--- src/rtl/tcw_pkg.sv ---
// shared types and constants of the text console writer
`timescale 1ns / 1ps
`default_nettype none

package tcw_pkg;

  localparam int DEF_SCREEN_ROWS = 25;
  localparam int DEF_SCREEN_COLS = 80;

  localparam int ROW_W   = 5;
  localparam int COL_W   = 7;
  localparam int BYTE_W  = 8;
  localparam int CELL_W  = 16;
  localparam int TAB_STEP = 8;

  localparam logic [BYTE_W-1:0] CH_SPACE     = 8'h20;
  localparam logic [BYTE_W-1:0] CH_NEWLINE   = 8'h0a;
  localparam logic [BYTE_W-1:0] CH_TAB       = 8'h09;
  localparam logic [BYTE_W-1:0] CH_BACKSPACE = 8'h08;

  localparam logic [BYTE_W-1:0] RESET_COLOR = 8'h07;
  localparam logic [CELL_W-1:0] RESET_CELL  = {RESET_COLOR, CH_SPACE};

  typedef enum logic [1:0] {
    REQ_PUT   = 2'd0,
    REQ_SET   = 2'd1,
    REQ_READ  = 2'd2,
    REQ_CLEAR = 2'd3
  } req_t;

  typedef enum logic [3:0] {
    ST_INIT,
    ST_IDLE,
    ST_EXEC,
    ST_SCROLL,
    ST_SCROLL_LAST,
    ST_BLANK,
    ST_CLEAR,
    ST_FINISH
  } state_t;

  typedef enum logic [2:0] {
    MEM_IDLE,
    MEM_INIT,
    MEM_EXEC,
    MEM_COPY,
    MEM_DRAIN,
    MEM_BLANK
  } mem_op_t;

  // controller to datapath
  typedef struct packed {
    logic    latch;
    logic    exec;
    logic    sweep_clr;
    logic    sweep_bottom;
    logic    sweep_inc;
    logic    load_res;
    logic    load_from_next;
    mem_op_t mem_op;
  } cmd_t;

  // datapath to controller
  typedef struct packed {
    req_t req;
    logic need_scroll;
    logic at_copy_end;
    logic at_end;
    logic out_free;
  } status_t;

endpackage

`default_nettype wire

--- src/rtl/tcw_controller.sv ---
// sequencing state machine of the text console writer
`timescale 1ns / 1ps
`default_nettype none

module tcw_controller (
  input  logic             clk,
  input  logic             rst,
  input  logic             in_valid,
  output logic             in_ready,
  input  tcw_pkg::status_t status,
  output tcw_pkg::cmd_t    cmd
);

  import tcw_pkg::*;

  state_t state;
  state_t state_next;

  // state register
  always_ff @(posedge clk) begin
    if (rst) begin
      state <= ST_INIT;
    end else begin
      state <= state_next;
    end
  end

  // next state
  always_comb begin
    state_next = state;
    unique case (state)
      ST_INIT: begin
        if (status.at_end) state_next = ST_IDLE;
      end
      ST_IDLE: begin
        if (in_valid) state_next = ST_EXEC;
      end
      ST_EXEC: begin
        if (status.need_scroll) begin
          state_next = ST_SCROLL;
        end else if (status.req == REQ_CLEAR) begin
          state_next = ST_CLEAR;
        end else if (status.req == REQ_READ || !status.out_free) begin
          state_next = ST_FINISH;
        end else begin
          state_next = ST_IDLE;
        end
      end
      ST_SCROLL: begin
        if (status.at_copy_end) state_next = ST_SCROLL_LAST;
      end
      ST_SCROLL_LAST: begin
        state_next = ST_BLANK;
      end
      ST_BLANK, ST_CLEAR: begin
        if (status.at_end) state_next = ST_FINISH;
      end
      ST_FINISH: begin
        if (status.out_free) state_next = ST_IDLE;
      end
      default: state_next = ST_INIT;
    endcase
  end

  // outputs
  always_comb begin
    cmd      = '0;
    cmd.mem_op = MEM_IDLE;
    in_ready = 1'b0;
    unique case (state)
      ST_INIT: begin
        cmd.mem_op    = MEM_INIT;
        cmd.sweep_inc = 1'b1;
      end
      ST_IDLE: begin
        in_ready  = 1'b1;
        cmd.latch = in_valid;
      end
      ST_EXEC: begin
        cmd.exec      = 1'b1;
        cmd.sweep_clr = 1'b1;
        cmd.mem_op    = MEM_EXEC;
        // short requests finish here when the output register is free
        if (!status.need_scroll && status.req != REQ_CLEAR &&
            status.req != REQ_READ && status.out_free) begin
          cmd.load_res       = 1'b1;
          cmd.load_from_next = 1'b1;
        end
      end
      ST_SCROLL: begin
        cmd.mem_op    = MEM_COPY;
        cmd.sweep_inc = 1'b1;
      end
      ST_SCROLL_LAST: begin
        cmd.mem_op       = MEM_DRAIN;
        cmd.sweep_bottom = 1'b1;
      end
      ST_BLANK, ST_CLEAR: begin
        cmd.mem_op    = MEM_BLANK;
        cmd.sweep_inc = 1'b1;
      end
      ST_FINISH: begin
        cmd.load_res = status.out_free;
      end
      default: begin
        cmd.mem_op = MEM_IDLE;
      end
    endcase
  end

endmodule

`default_nettype wire

--- config.mk ---
export PLATFORM = sky130hd
export DESIGN_NAME = tcw_controller
export DESIGN_NICKNAME = d
export VERILOG_FILES = /design/src/rtl/tcw_pkg.sv /design/src/rtl/tcw_controller.sv
export SDC_FILE = /design/constraint.sdc
export NUM_CORES = 1
export LEC_CHECK = 0
export BUFFER_PORTS_ARGS = -buffer_cell sky130_fd_sc_hd__buf_2
export CELL_PAD_IN_SITES_DETAIL_PLACEMENT = 0
export CELL_PAD_IN_SITES_GLOBAL_PLACEMENT = 1
export CORE_AREA = 8 8 45 47
export CTS_CLUSTER_SIZE = 14
export DETAILED_ROUTE_END_ITERATION = 16
export DIE_AREA = 0 0 53 55
export PLACE_DENSITY = 0.71
export RECOVER_POWER = 50
export SLEW_MARGIN = 20
export SYNTH_ARGS = -nofsm -noshare
export SYNTH_HDL_FRONTEND = slang
export SYNTH_SLANG_ARGS = --single-unit
--- constraint.sdc ---
create_clock -name clk -period 2.1 [get_ports clk]
set_input_delay 0.21 -clock clk [delete_from_list [all_inputs] [get_ports clk]]
set_output_delay 0.21 -clock clk [all_outputs]
set_load 0.03 [all_outputs]
==> results.py, run 1 <==
metrics = {
    "power": {
        "finalPower_uw": 535,
        "combPwrFrac_pct": 59.9,
        "leakage_nw": 0.188,
        "switching_share_pct": 52.1,
        "seqPwrFrac_pct": 21.0,
        "power_density_nw_per_um2": 1200,
        "switchingPower_uw": 279,
        "pwr-share-clk_pct": 19.2,
        "peakVddDrop_mv": 0.269,
        "internal_power_uw": 256,
    },
    "routing": {
        "drt_iter0_markers": 1,
        "first_pass_iters": 2,
        "route.detailed.drc": 0,
        "routed-via-count": 384,
        "totalWireLength_um": 925,
        "ant_nets": 0,
        "viasPerCell": 4.86,
        "wl_per_cell_um": 11.7,
    },
    "yosys": {
        "ys_async_sr_fraction_pct": 0,
        "ys_types": 28,
        "synth_fp_nets": 52,
        "ys.warnings.count": 0,
        "ys_seq_area_share_pct": 18.0,
        "synth_area_per_cell_um2": 7.77,
        "ys_top_cells_by_area": "dfxtp_1 (18%), a21oi_1 (6.0%), xnor2_1 (5.2%)",
        "syn_inst": 43,
        "synth_top_area_share_pct": 18.0,
        "synthesis.area_um2": 334,
        "yosys_register_bits": 3,
        "synth_common_cells": "a21oi_1 (4), dfxtp_1 (3), inv_1 (3)",
        "synth.most_common_cell": "a21oi_1",
        "synth_edf_count": 0,
        "yosys.area.top_type": "dfxtp_1",
        "synthFlopType": "dfxtp_1",
    },
    "setup_path": {
        "cp.required_ns": 1.89,
        "rr_startpoint": "state[0]",
        "critPathArrivalTime_ns": 1.59,
        "reg2regPathDepth": 4,
        "cp_max_fo": 12,
        "endpoint_kind": "primary output",
        "path_class": "reg2out",
        "r2r_setup_slack_ns": 0.36,
        "setup.worst_path.start_class": "register",
        "regToRegEndpoint": "state[1]",
    },
    "final_layout": {
        "areaGrowthSynthToFinish_pct": 33.7,
        "regMostFlops": "state",
        "fin_area_um2": 447,
        "diodes": 0,
        "drive_gt1_share_pct": 33.3,
        "postLayoutCoreUtil_pct": 32.3,
        "largestRegisters": "state: 3 flops",
        "layout.cells.non_filler": 79,
        "filler_cell_count": 156,
        "nets": 73,
        "largest_register_ffs": 3,
    },
    "sta": {
        "hold_ws_ns": 0.172,
        "fin_ws_ns": 0.299,
        "setup_violations": 0,
        "relSlewSlack_pct": 66.8,
        "rsz0062_at_grt": "no",
        "finalHoldViolations": 0,
        "fin_worst_skew_ns": 0.00261,
        "min_period_over_period_pct": 85.7,
        "tightest_slew_ns": 0.498,
        "drv_slew": 0,
        "finalSetupTns_ns": 0,
        "fin_crit_ns": 1.80,
        "fmax_mhz": 555,
    },
    "cts": {
        "clk_latency_ns": 0.23,
        "numCtsBuffers": 3,
        "cts_resized": 0,
        "path_clk_slew_ns": 0.04,
        "cts_setup_buffers": 0,
        "clockBufferDepth": 2,
        "clockRootBuffer": "clkbuf_4",
        "cts.htree.levels": 1,
        "clock-sinks": 3,
        "cts_tree": "done",
        "ctsHoldBuffers": 0,
    },
    "floorplan": {
        "start_util_pct": 24.1,
        "row_count": 14,
        "die_height_um": 55,
        "die_x_um": 53,
        "dieArea_um2": 2920,
        "core_um2": 1380,
        "io_pins": 20,
    },
    "place": {
        "globalplace.congestion": 0.739,
        "dp.cells": 75,
        "post-place-ws_ns": 0.360,
        "placed_area_um2": 432,
        "dpl.hpwl_um": 774,
        "io_buffer_count": 19,
    },
    "global_route": {
        "overflow": 0,
        "grt_pass1_vias": 361,
        "grt_pass1_wl_mm": 1.61,
        "grt_use_total_pct": 7.31,
        "grt_max_degree": 17,
        "antenna_found_initial": 0,
    },
    "worst_hold_path": {
        "hold_path_class": "in2reg",
        "holdPathStages": 2,
        "whs_endpoint": "state[1]",
        "hp-start": "rst",
    },
    "run_status": {
        "outcome": "finished, final reports clean",
    },
    "job": {
        "drv_cap": 0,
    },
}
==> worst max-delay path by stage <==
stage          depth (start not counted)  slack, ns       end     start
3_3_place_gp                           4       0.40  state[1]  state[0]
5_1_grt                                4       0.19    cmd[3]  state[2]
4_1_cts                                4       0.27    cmd[3]  state[2]
6_report                               4       0.30    cmd[3]  state[2]
3_5_place_dp                           4       0.36  state[1]  state[0]
2_1_floorplan                          4       0.13    cmd[3]  state[2]
==> cell type report <==
| cell class | count | area (um2) | area share [%] |
|---|---|---|---|
| well taps | 16 | 20.0 | 4.48 |
| inverters | 3 | 11.3 | 2.52 |
| repair buffers | 20 | 96.3 | 21.6 |
| multi-input cells | 33 | 233 | 52.1 |
| clock buffers | 4 | 26.3 | 5.88 |
| flip-flops and latches | 3 | 60.1 | 13.4 |
==> routing by layer <==
metal  global-route usage [%]  vias up  part of all wire [%]
met5                        0        -                     0
met1                     8.18      167                    42
met2                     10.9       16                    45
met3                     3.21        2                    12
met4                     5.17        0                  0.76
li1                         -      199                     -
==> worst max-delay path, cell delays in order (launching register included) <==
cell and delay (ns):
dfxtp_1 0.57, and2b_2 0.28, nor2b_1 0.15, and3_1 0.19, buf_2 0.17
==> power by group through the flow <==
stage          Clock [mW]  Sequential (mW)  Combinational (mW)
2_1_floorplan           0           0.0894               0.278
3_3_place_gp            0            0.115               0.327
3_5_place_dp            0            0.115               0.330
4_1_cts             0.107            0.114               0.330
5_1_grt             0.113            0.119               0.347
6_report            0.103            0.112               0.320
==> cells by family (layout without fill, tap and decap cells) <==
family,after synthesis,in the layout,synth area share [%]
compound gates,12,12,23.2
xor+xnor,3,3,10.1
buf+inv,7,27,12.4
flops,3,3,18.0
mux,1,1,3.00
simple gates,17,17,33.3
==> layout by cell type, fill, tap and decap left out <==
master,count
or4bb_2,1
inv_1,3
buf_4,1
nand3_1,1
nand2_1,1
clkbuf_4,3
xnor2_1,2
and2b_2,1
a21oi_1,4
mux2i_1,1
and2_1,1
nor2b_1,2
and3_1,1
a41oi_1,1
a31o_1,1
xor2_2,1
nor4_1,2
a221oi_1,1
dfxtp_1,3
buf_2,14
nor4b_1,1
nor2_1,2
nor3b_1,1
o31ai_1,2
a31oi_1,1
or4b_1,1
nor3_1,2
o21ai_0,2
clkbuf_1,6
(Power assumes the default switching activity.)
==> inputs of run 2 (changes only) <==
==> config.mk (replaced) <==
export PLATFORM = sky130hd
export DESIGN_NAME = tcw_controller
export DESIGN_NICKNAME = d
export VERILOG_FILES = /design/src/rtl/tcw_pkg.sv /design/src/rtl/tcw_controller.sv
export SDC_FILE = /design/constraint.sdc
export NUM_CORES = 1
export LEC_CHECK = 0
export ABC_AREA = 1
export BUFFER_PORTS_ARGS = -buffer_cell sky130_fd_sc_hd__buf_2
export CELL_PAD_IN_SITES_DETAIL_PLACEMENT = 0
export CELL_PAD_IN_SITES_GLOBAL_PLACEMENT = 1
export CORE_MARGIN = 8
export CORE_UTILIZATION = 25
export CTS_CLUSTER_SIZE = 14
export DETAILED_ROUTE_END_ITERATION = 16
export PLACE_DENSITY = 0.75
export RECOVER_POWER = 50
export SLEW_MARGIN = 10
export SYNTH_ARGS = -nofsm -noshare
export SYNTH_HDL_FRONTEND = slang
export SYNTH_SLANG_ARGS = --single-unit
==> run 2 against run 1 <==
  * Die area increased by 1.9%
  * Power increased by 50%
  * Fmax increased by 15%
  * Critical path depth unchanged
  * Clock power about the same
  * Cell count increased by 39%
  * Clock-buffer cell count unchanged
  * Sequential power increased by 4%
  * Cell area increased by 9.2%
  * Core utilization increased by 1.3 points
  * Worst setup slack improved by 0.23 ns
  * Critical path type unchanged
  * Largest power group unchanged
==> results.py, run 2 <==
metrics = {
    "run_status": {
        "outcome": "finished, final reports clean",
    },
    "yosys": {
        "ys_seq_area_share_pct": 16.2,
        "synth_edf_count": 0,
        "synth_fp_nets": 82,
        "synth_top_area_share_pct": 16.2,
        "yosys.area.top_type": "dfxtp_1",
        "synthesis.area_um2": 370,
        "yosys_register_bits": 3,
        "synth_area_per_cell_um2": 5.07,
        "ys_types": 13,
        "ys_async_sr_fraction_pct": 0,
        "synth_common_cells": "inv_1 (16), nand2_1 (16), nor2_1 (16)",
        "ys_top_cells_by_area": "dfxtp_1 (16%), inv_1 (16%), nand2_1 (16%)",
        "synthFlopType": "dfxtp_1",
        "syn_inst": 73,
        "ys.warnings.count": 0,
    },
    "sta": {
        "finalHoldViolations": 0,
        "hold_ws_ns": 0.233,
        "fin_worst_skew_ns": 0.00371,
        "finalSetupTns_ns": 0,
        "setup_violations": 0,
        "tightest_slew_ns": 0.371,
        "rsz0062_at_grt": "no",
        "fin_ws_ns": 0.531,
        "fmax_mhz": 637,
        "min_period_over_period_pct": 74.7,
        "drv_slew": 0,
        "relSlewSlack_pct": 75.3,
        "fin_crit_ns": 1.57,
    },
    "final_layout": {
        "final_common_cell": "inv_1",
        "filler_cell_count": 180,
        "diodes": 0,
        "layout.cells.non_filler": 110,
        "largestRegisters": "state: 3 flops",
        "seq_area_um2": 60.1,
        "final_cell_mix": "inv_1 (17), nand2_1 (16), nor2_1 (16)",
        "multi_input_area_um2": 228,
        "regMostFlops": "state",
        "drive_gt1_share_pct": 25.5,
        "areaGrowthSynthToFinish_pct": 31.8,
        "largest_register_ffs": 3,
        "nets": 104,
    },
    "power": {
        "internal_power_uw": 323,
        "peakVddDrop_mv": 0.365,
        "switchingPower_uw": 479,
        "switching_share_pct": 59.7,
        "leakage_nw": 0.330,
        "power_density_nw_per_um2": 1640,
        "pwr-share-clk_pct": 12.5,
        "finalPower_uw": 803,
        "combPwrFrac_pct": 72.9,
        "seqPwrFrac_pct": 14.6,
    },
    "setup_path": {
        "path_class": "reg2out",
        "endpoint_kind": "primary output",
        "cp.required_ns": 1.89,
        "critPathArrivalTime_ns": 1.36,
        "cp_max_fo": 10,
        "cpPeakStageDelay_ns": 0.51,
        "cpLargestDelayFamily": "flip-flops",
        "critical_path_buf_inv_count": 2,
        "cp_cell_sequence": "inv_1 -> nand3_1 -> o22ai_1 -> buf_2",
        "cpMaxStageDelayCell": "dfxtp_1",
        "setup.worst_path.start_class": "register",
    },
    "routing": {
        "first_pass_iters": 4,
        "wl_per_cell_um": 9.15,
        "ant_nets": 0,
        "routed-via-count": 481,
        "drt_iter0_markers": 6,
        "totalWireLength_mm": 1.01,
        "viasPerCell": 4.37,
        "route.detailed.drc": 0,
    },
    "cts": {
        "clockRootBuffer": "clkbuf_4",
        "clockBufferDepth": 2,
        "clk_latency_ns": 0.23,
        "path_clk_slew_ns": 0.04,
        "ctsHoldBuffers": 0,
        "cts_resized": 0,
        "clock-sinks": 3,
        "numCtsBuffers": 3,
        "cts_setup_buffers": 0,
        "cts.htree.levels": 1,
        "cts_tree": "done",
    },
    "floorplan": {
        "start_util_pct": 25.5,
        "row_count": 14,
        "io_pins": 20,
        "die_height_um": 54.5,
        "dieArea_um2": 2970,
        "die_x_um": 54.5,
        "core_um2": 1450,
    },
    "place": {
        "dpl.hpwl_um": 877,
        "post-place-ws_ns": 0.769,
        "io_buffer_count": 19,
        "globalplace.congestion": 0.750,
        "dp.cells": 106,
    },
    "global_route": {
        "antenna_found_initial": 0,
        "grt_pass1_vias": 425,
        "grt_max_degree": 11,
        "grt_pass1_wl_mm": 1.74,
        "overflow": 0,
        "grt_use_total_pct": 7.71,
    },
    "worst_hold_path": {
        "hold_path_class": "in2reg",
    },
    "job": {
        "drv_cap": 0,
    },
}
run 2: changes by cell type after synthesis, sizes merged, moves of 4 or more:
| cell | before | now |
|---|---|---|
| nand2 | 1 | 20 |
| inv | 3 | 17 |
| nand3 | 1 | 9 |
| a21oi | 4 | 0 |
| nor2 | 2 | 18 |
run 2: path summary, 6_finish.rpt:
check	startpoint	endpoint	slack, ns	cells after the start
hold reg to reg	state[0]	state[0]	0.52	2
hold / removal	rst	state[2]	0.23	4
setup reg to reg	state[2]	state[0]	0.77	7
setup / recovery	state[2]	cmd[4]	0.53	4
run 2: worst reg2reg max path: cells and delay by family, from the launching register on:
| kind | cells | cell delay (ns) |
|---|---|---|
| and+or+nand+nor | 6 | 0.55 |
| DFF | 1 | 0.51 |
| buffers and inverters | 1 | 0.14 |
run 2: cells by family after synthesis:
group	after synthesis	share of synthesized area (%)
and+or+nand+nor	49	58.1
buffers and inverters	19	22.3
DFF	3	16.2
AOI/OAI and AO/OA	2	3.38
run 2: power groups by stage:
| stage | Sequential, mW | Combinational, mW | Clock [mW] |
|---|---|---|---|
| after global routing | 0.122 | 0.666 | 0.114 |
| after floorplan | 0.0994 | 0.496 | 0 |
| final | 0.117 | 0.585 | 0.101 |
| after global placement | 0.120 | 0.600 | 0 |
| after CTS | 0.119 | 0.600 | 0.106 |
| after detailed placement | 0.120 | 0.600 | 0 |
run 2: layer usage:
metal | vias to the layer above | track usage (%) | share of wire, %
met3 | 0 | 0.815 | 4.0
met2 | 6 | 13.7 | 54
met5 | - | 0 | 0
li1 | 259 | - | -
met4 | 0 | 3.69 | 0
met1 | 216 | 8.90 | 42
run 2: through the flow:
stage                     util (%)  area, um2
final                         33.6        488
after global routing          33.6        488
after CTS                     33.9        493
after detailed placement      32.1        467
after global placement        32.1        467
after floorplan                  -        370
run 2: final cells by class:
cell class,instances,share of cell area (%)
well taps,16,4.10
inverters,17,13.1
flip-flops and latches,3,12.3
multi-input cells,51,46.7
repair buffers,19,18.5
clock buffers,4,5.38
==> inputs of run 3 (changes only) <==
--- a/config.mk
+++ b/config.mk
@@ -5,15 +5,15 @@
 export SDC_FILE = /design/constraint.sdc
 export NUM_CORES = 1
 export LEC_CHECK = 0
-export ABC_AREA = 1
+export ABC_AREA = 0
 export BUFFER_PORTS_ARGS = -buffer_cell sky130_fd_sc_hd__buf_2
 export CELL_PAD_IN_SITES_DETAIL_PLACEMENT = 0
 export CELL_PAD_IN_SITES_GLOBAL_PLACEMENT = 1
-export CORE_MARGIN = 8
-export CORE_UTILIZATION = 25
+export CORE_AREA = 8 8 45 47
 export CTS_CLUSTER_SIZE = 14
 export DETAILED_ROUTE_END_ITERATION = 16
-export PLACE_DENSITY = 0.75
+export DIE_AREA = 0 0 53 55
+export PLACE_DENSITY = 0.71
 export RECOVER_POWER = 50
 export SLEW_MARGIN = 10
 export SYNTH_ARGS = -nofsm -noshare
==> constraint.sdc (replaced) <==
create_clock -name clk -period 1.45 [get_ports clk]
set_input_delay 0.145 -clock clk [delete_from_list [all_inputs] [get_ports clk]]
set_output_delay 0.145 -clock clk [all_outputs]
set_load 0.03 [all_outputs]
==> run 3 against run 2 <==
  * The run now ends with setup timing left
  * First-iteration DRC count down 67%
  * Worst hold slack worse by 0.13 ns
  * Cell count shrank 20%
  * Core utilization up 13 points
  * Wire length is 1.2% higher
  * Die area decreased by 1.8%
  * Sequential share of layout area fell by 1.9 points
  * Non-clock buffer count is 10 higher
  * Sequential power up 14%
  * Critical path depth grew 1
  * Largest cell class unchanged
  * Highest routed layer is now met4
==> results.py, run 3 (synthesis gave the netlist of run 1 again) <==
metrics = {
    "global_route": {
        "grt_use_total_pct": 7.88,
        "grt_max_degree": 11,
        "antenna_found_initial": 0,
        "overflow": 0,
        "grt_pass1_vias": 415,
        "grt_pass1_wl_mm": 1.73,
    },
    "final_layout": {
        "largest_register_ffs": 3,
        "largestRegisters": "state: 3 flops",
        "areaGrowthSynthToFinish_pct": 94.8,
        "filler_cell_count": 150,
        "final_common_cell": "buf_2",
        "drive_gt1_share_pct": 65.3,
        "diodes": 0,
        "final_cell_mix": "buf_2 (10), buf_4 (9), buf_6 (6)",
        "nets": 82,
        "postLayoutCoreUtil_pct": 47.0,
        "regMostFlops": "state",
    },
    "sta": {
        "tightest_slew_ns": 0.336,
        "fin_worst_skew_ns": 0.00406,
        "fin_crit_ns": 1.53,
        "drv_slew": 0,
        "fin_ws_ns": -0.0813,
        "setup_violations": 5,
        "finalSetupTns_ns": -0.221,
        "min_period_over_period_pct": 106,
        "relSlewSlack_pct": 77.4,
        "rsz0062_at_grt": "yes",
        "fmax_mhz": 653,
        "finalHoldViolations": 0,
    },
    "floorplan": {
        "row_count": 14,
        "io_pins": 20,
        "dieArea_um2": 2920,
        "core_um2": 1380,
        "die_x_um": 53,
        "die_height_um": 55,
        "start_util_pct": 24.1,
    },
    "cts": {
        "cts.htree.levels": 1,
        "clock-sinks": 3,
        "numCtsBuffers": 3,
        "cts_tree": "done",
        "clockBufferDepth": 2,
        "clockRootBuffer": "clkbuf_4",
        "clk_latency_ns": 0.24,
        "path_clk_slew_ns": 0.04,
    },
    "job": {
        "drv_cap": 0,
    },
    "routing": {
        "totalWireLength_mm": 1.02,
        "first_pass_iters": 4,
        "drt_iter0_markers": 2,
        "viasPerCell": 4.81,
        "routed-via-count": 423,
        "route.detailed.drc": 0,
        "wl_per_cell_um": 11.6,
        "ant_nets": 0,
    },
    "setup_path": {
        "endpoint_kind": "primary output",
        "cp.required_ns": 1.31,
        "critPathArrivalTime_ns": 1.39,
        "cp_max_fo": 3,
        "path_class": "reg2out",
        "setup.worst_path.start_class": "register",
    },
    "power": {
        "power_density_nw_per_um2": 1690,
        "peakVddDrop_mv": 0.446,
        "leakage_nw": 0.284,
        "seqPwrFrac_pct": 12.1,
        "pwr-share-clk_pct": 13.7,
        "switching_share_pct": 44.1,
        "switchingPower_uw": 485,
        "internal_power_uw": 615,
        "combPwrFrac_pct": 74.2,
    },
    "run_status": {
        "outcome": "complete, but fails checks",
        "failed_checks": "setup timing",
    },
    "place": {
        "dpl.hpwl_um": 804,
        "globalplace.congestion": 0.796,
        "io_buffer_count": 19,
    },
    "worst_hold_path": {
        "hold_path_class": "in2reg",
    },
}
run 3: cell types whose count changed in the layout (fill, tap and decap cells not counted), sizes merged, moves of 4 or more:
cell	change
buf	+11
nand2	-19
nand3	-8
inv	-14
nor2	-16
a21oi	+4
run 3: area by class of cell:
class | instances | area (um2) | area share (%)
clock buffers | 4 | 26.3 | 4.04
inverters | 3 | 11.3 | 1.73
well taps | 16 | 20.0 | 3.08
flip-flops and latches | 3 | 67.6 | 10.4
multi-input cells | 33 | 305 | 46.9
repair buffers | 29 | 220 | 33.8
run 3: final timing paths:
check,from,end,slack (ns),cells past startpoint
max,state[2],cmd[3],-0.08,5
min,rst,state[1],0.10,2
max reg2reg,state[2],state[1],-0.06,5
min reg2reg,state[0],state[2],0.64,2
run 3: routing by layer:
layer  global-route usage [%]  wire (um)  up-vias  share of wire [%]
met4                     6.47         26        0                2.6
met3                     2.41         85        3                8.3
met1                     8.23        415      189                 41
li1                         -          -      215                  -
met2                     12.9        490       16                 48
met5                        0          0        -                  0
run 3: metrics by stage:
| stage | hold slack, ns | setup slack (ns) | cells | cell area, um2 | power, mW |
|---|---|---|---|---|---|
| 2_1_floorplan | 0.214 | -0.0217 | 43 | 365 | 0.573 |
| 3_3_place_gp | 0.349 | 0.00383 | 83 | 517 | 0.758 |
| 3_5_place_dp | 0.346 | -0.0176 | 83 | 517 | 0.762 |
| 4_1_cts | 0.0916 | -0.0839 | 88 | 621 | 1.04 |
| 5_1_grt | 0.109 | -0.127 | 88 | 651 | 1.17 |
| 6_report | 0.101 | -0.0813 | 88 | 651 | 1.10 |
run 3: worst max-delay path, cell delays in order, from the launching register on:
cell and delay [ns]:
dfxtp_4 0.35, buf_6 0.12, and2b_4 0.23, nor2b_4 0.14
and3_4 0.18, buf_6 0.12
run 3: power by group through the flow:
stage                     clock network (mW)  registers (mW)  logic [mW]
final                                  0.150           0.133       0.816
after global routing                   0.163           0.137       0.866
after CTS                              0.156           0.131       0.756
after detailed placement                   0           0.134       0.628
after global placement                     0           0.133       0.625
after floorplan                            0           0.137       0.436
run 3: repair_timing:
item | CTS | global route
setup buffers | 1 | 0
setup endpoints to repair | 6 | 8
gates resized for setup | 14 | 9
pin swaps | 4 | 2
endpoints found under the hold margin | 0 | 0
hold buffers | 0 | 0
cloned | 0 | 0
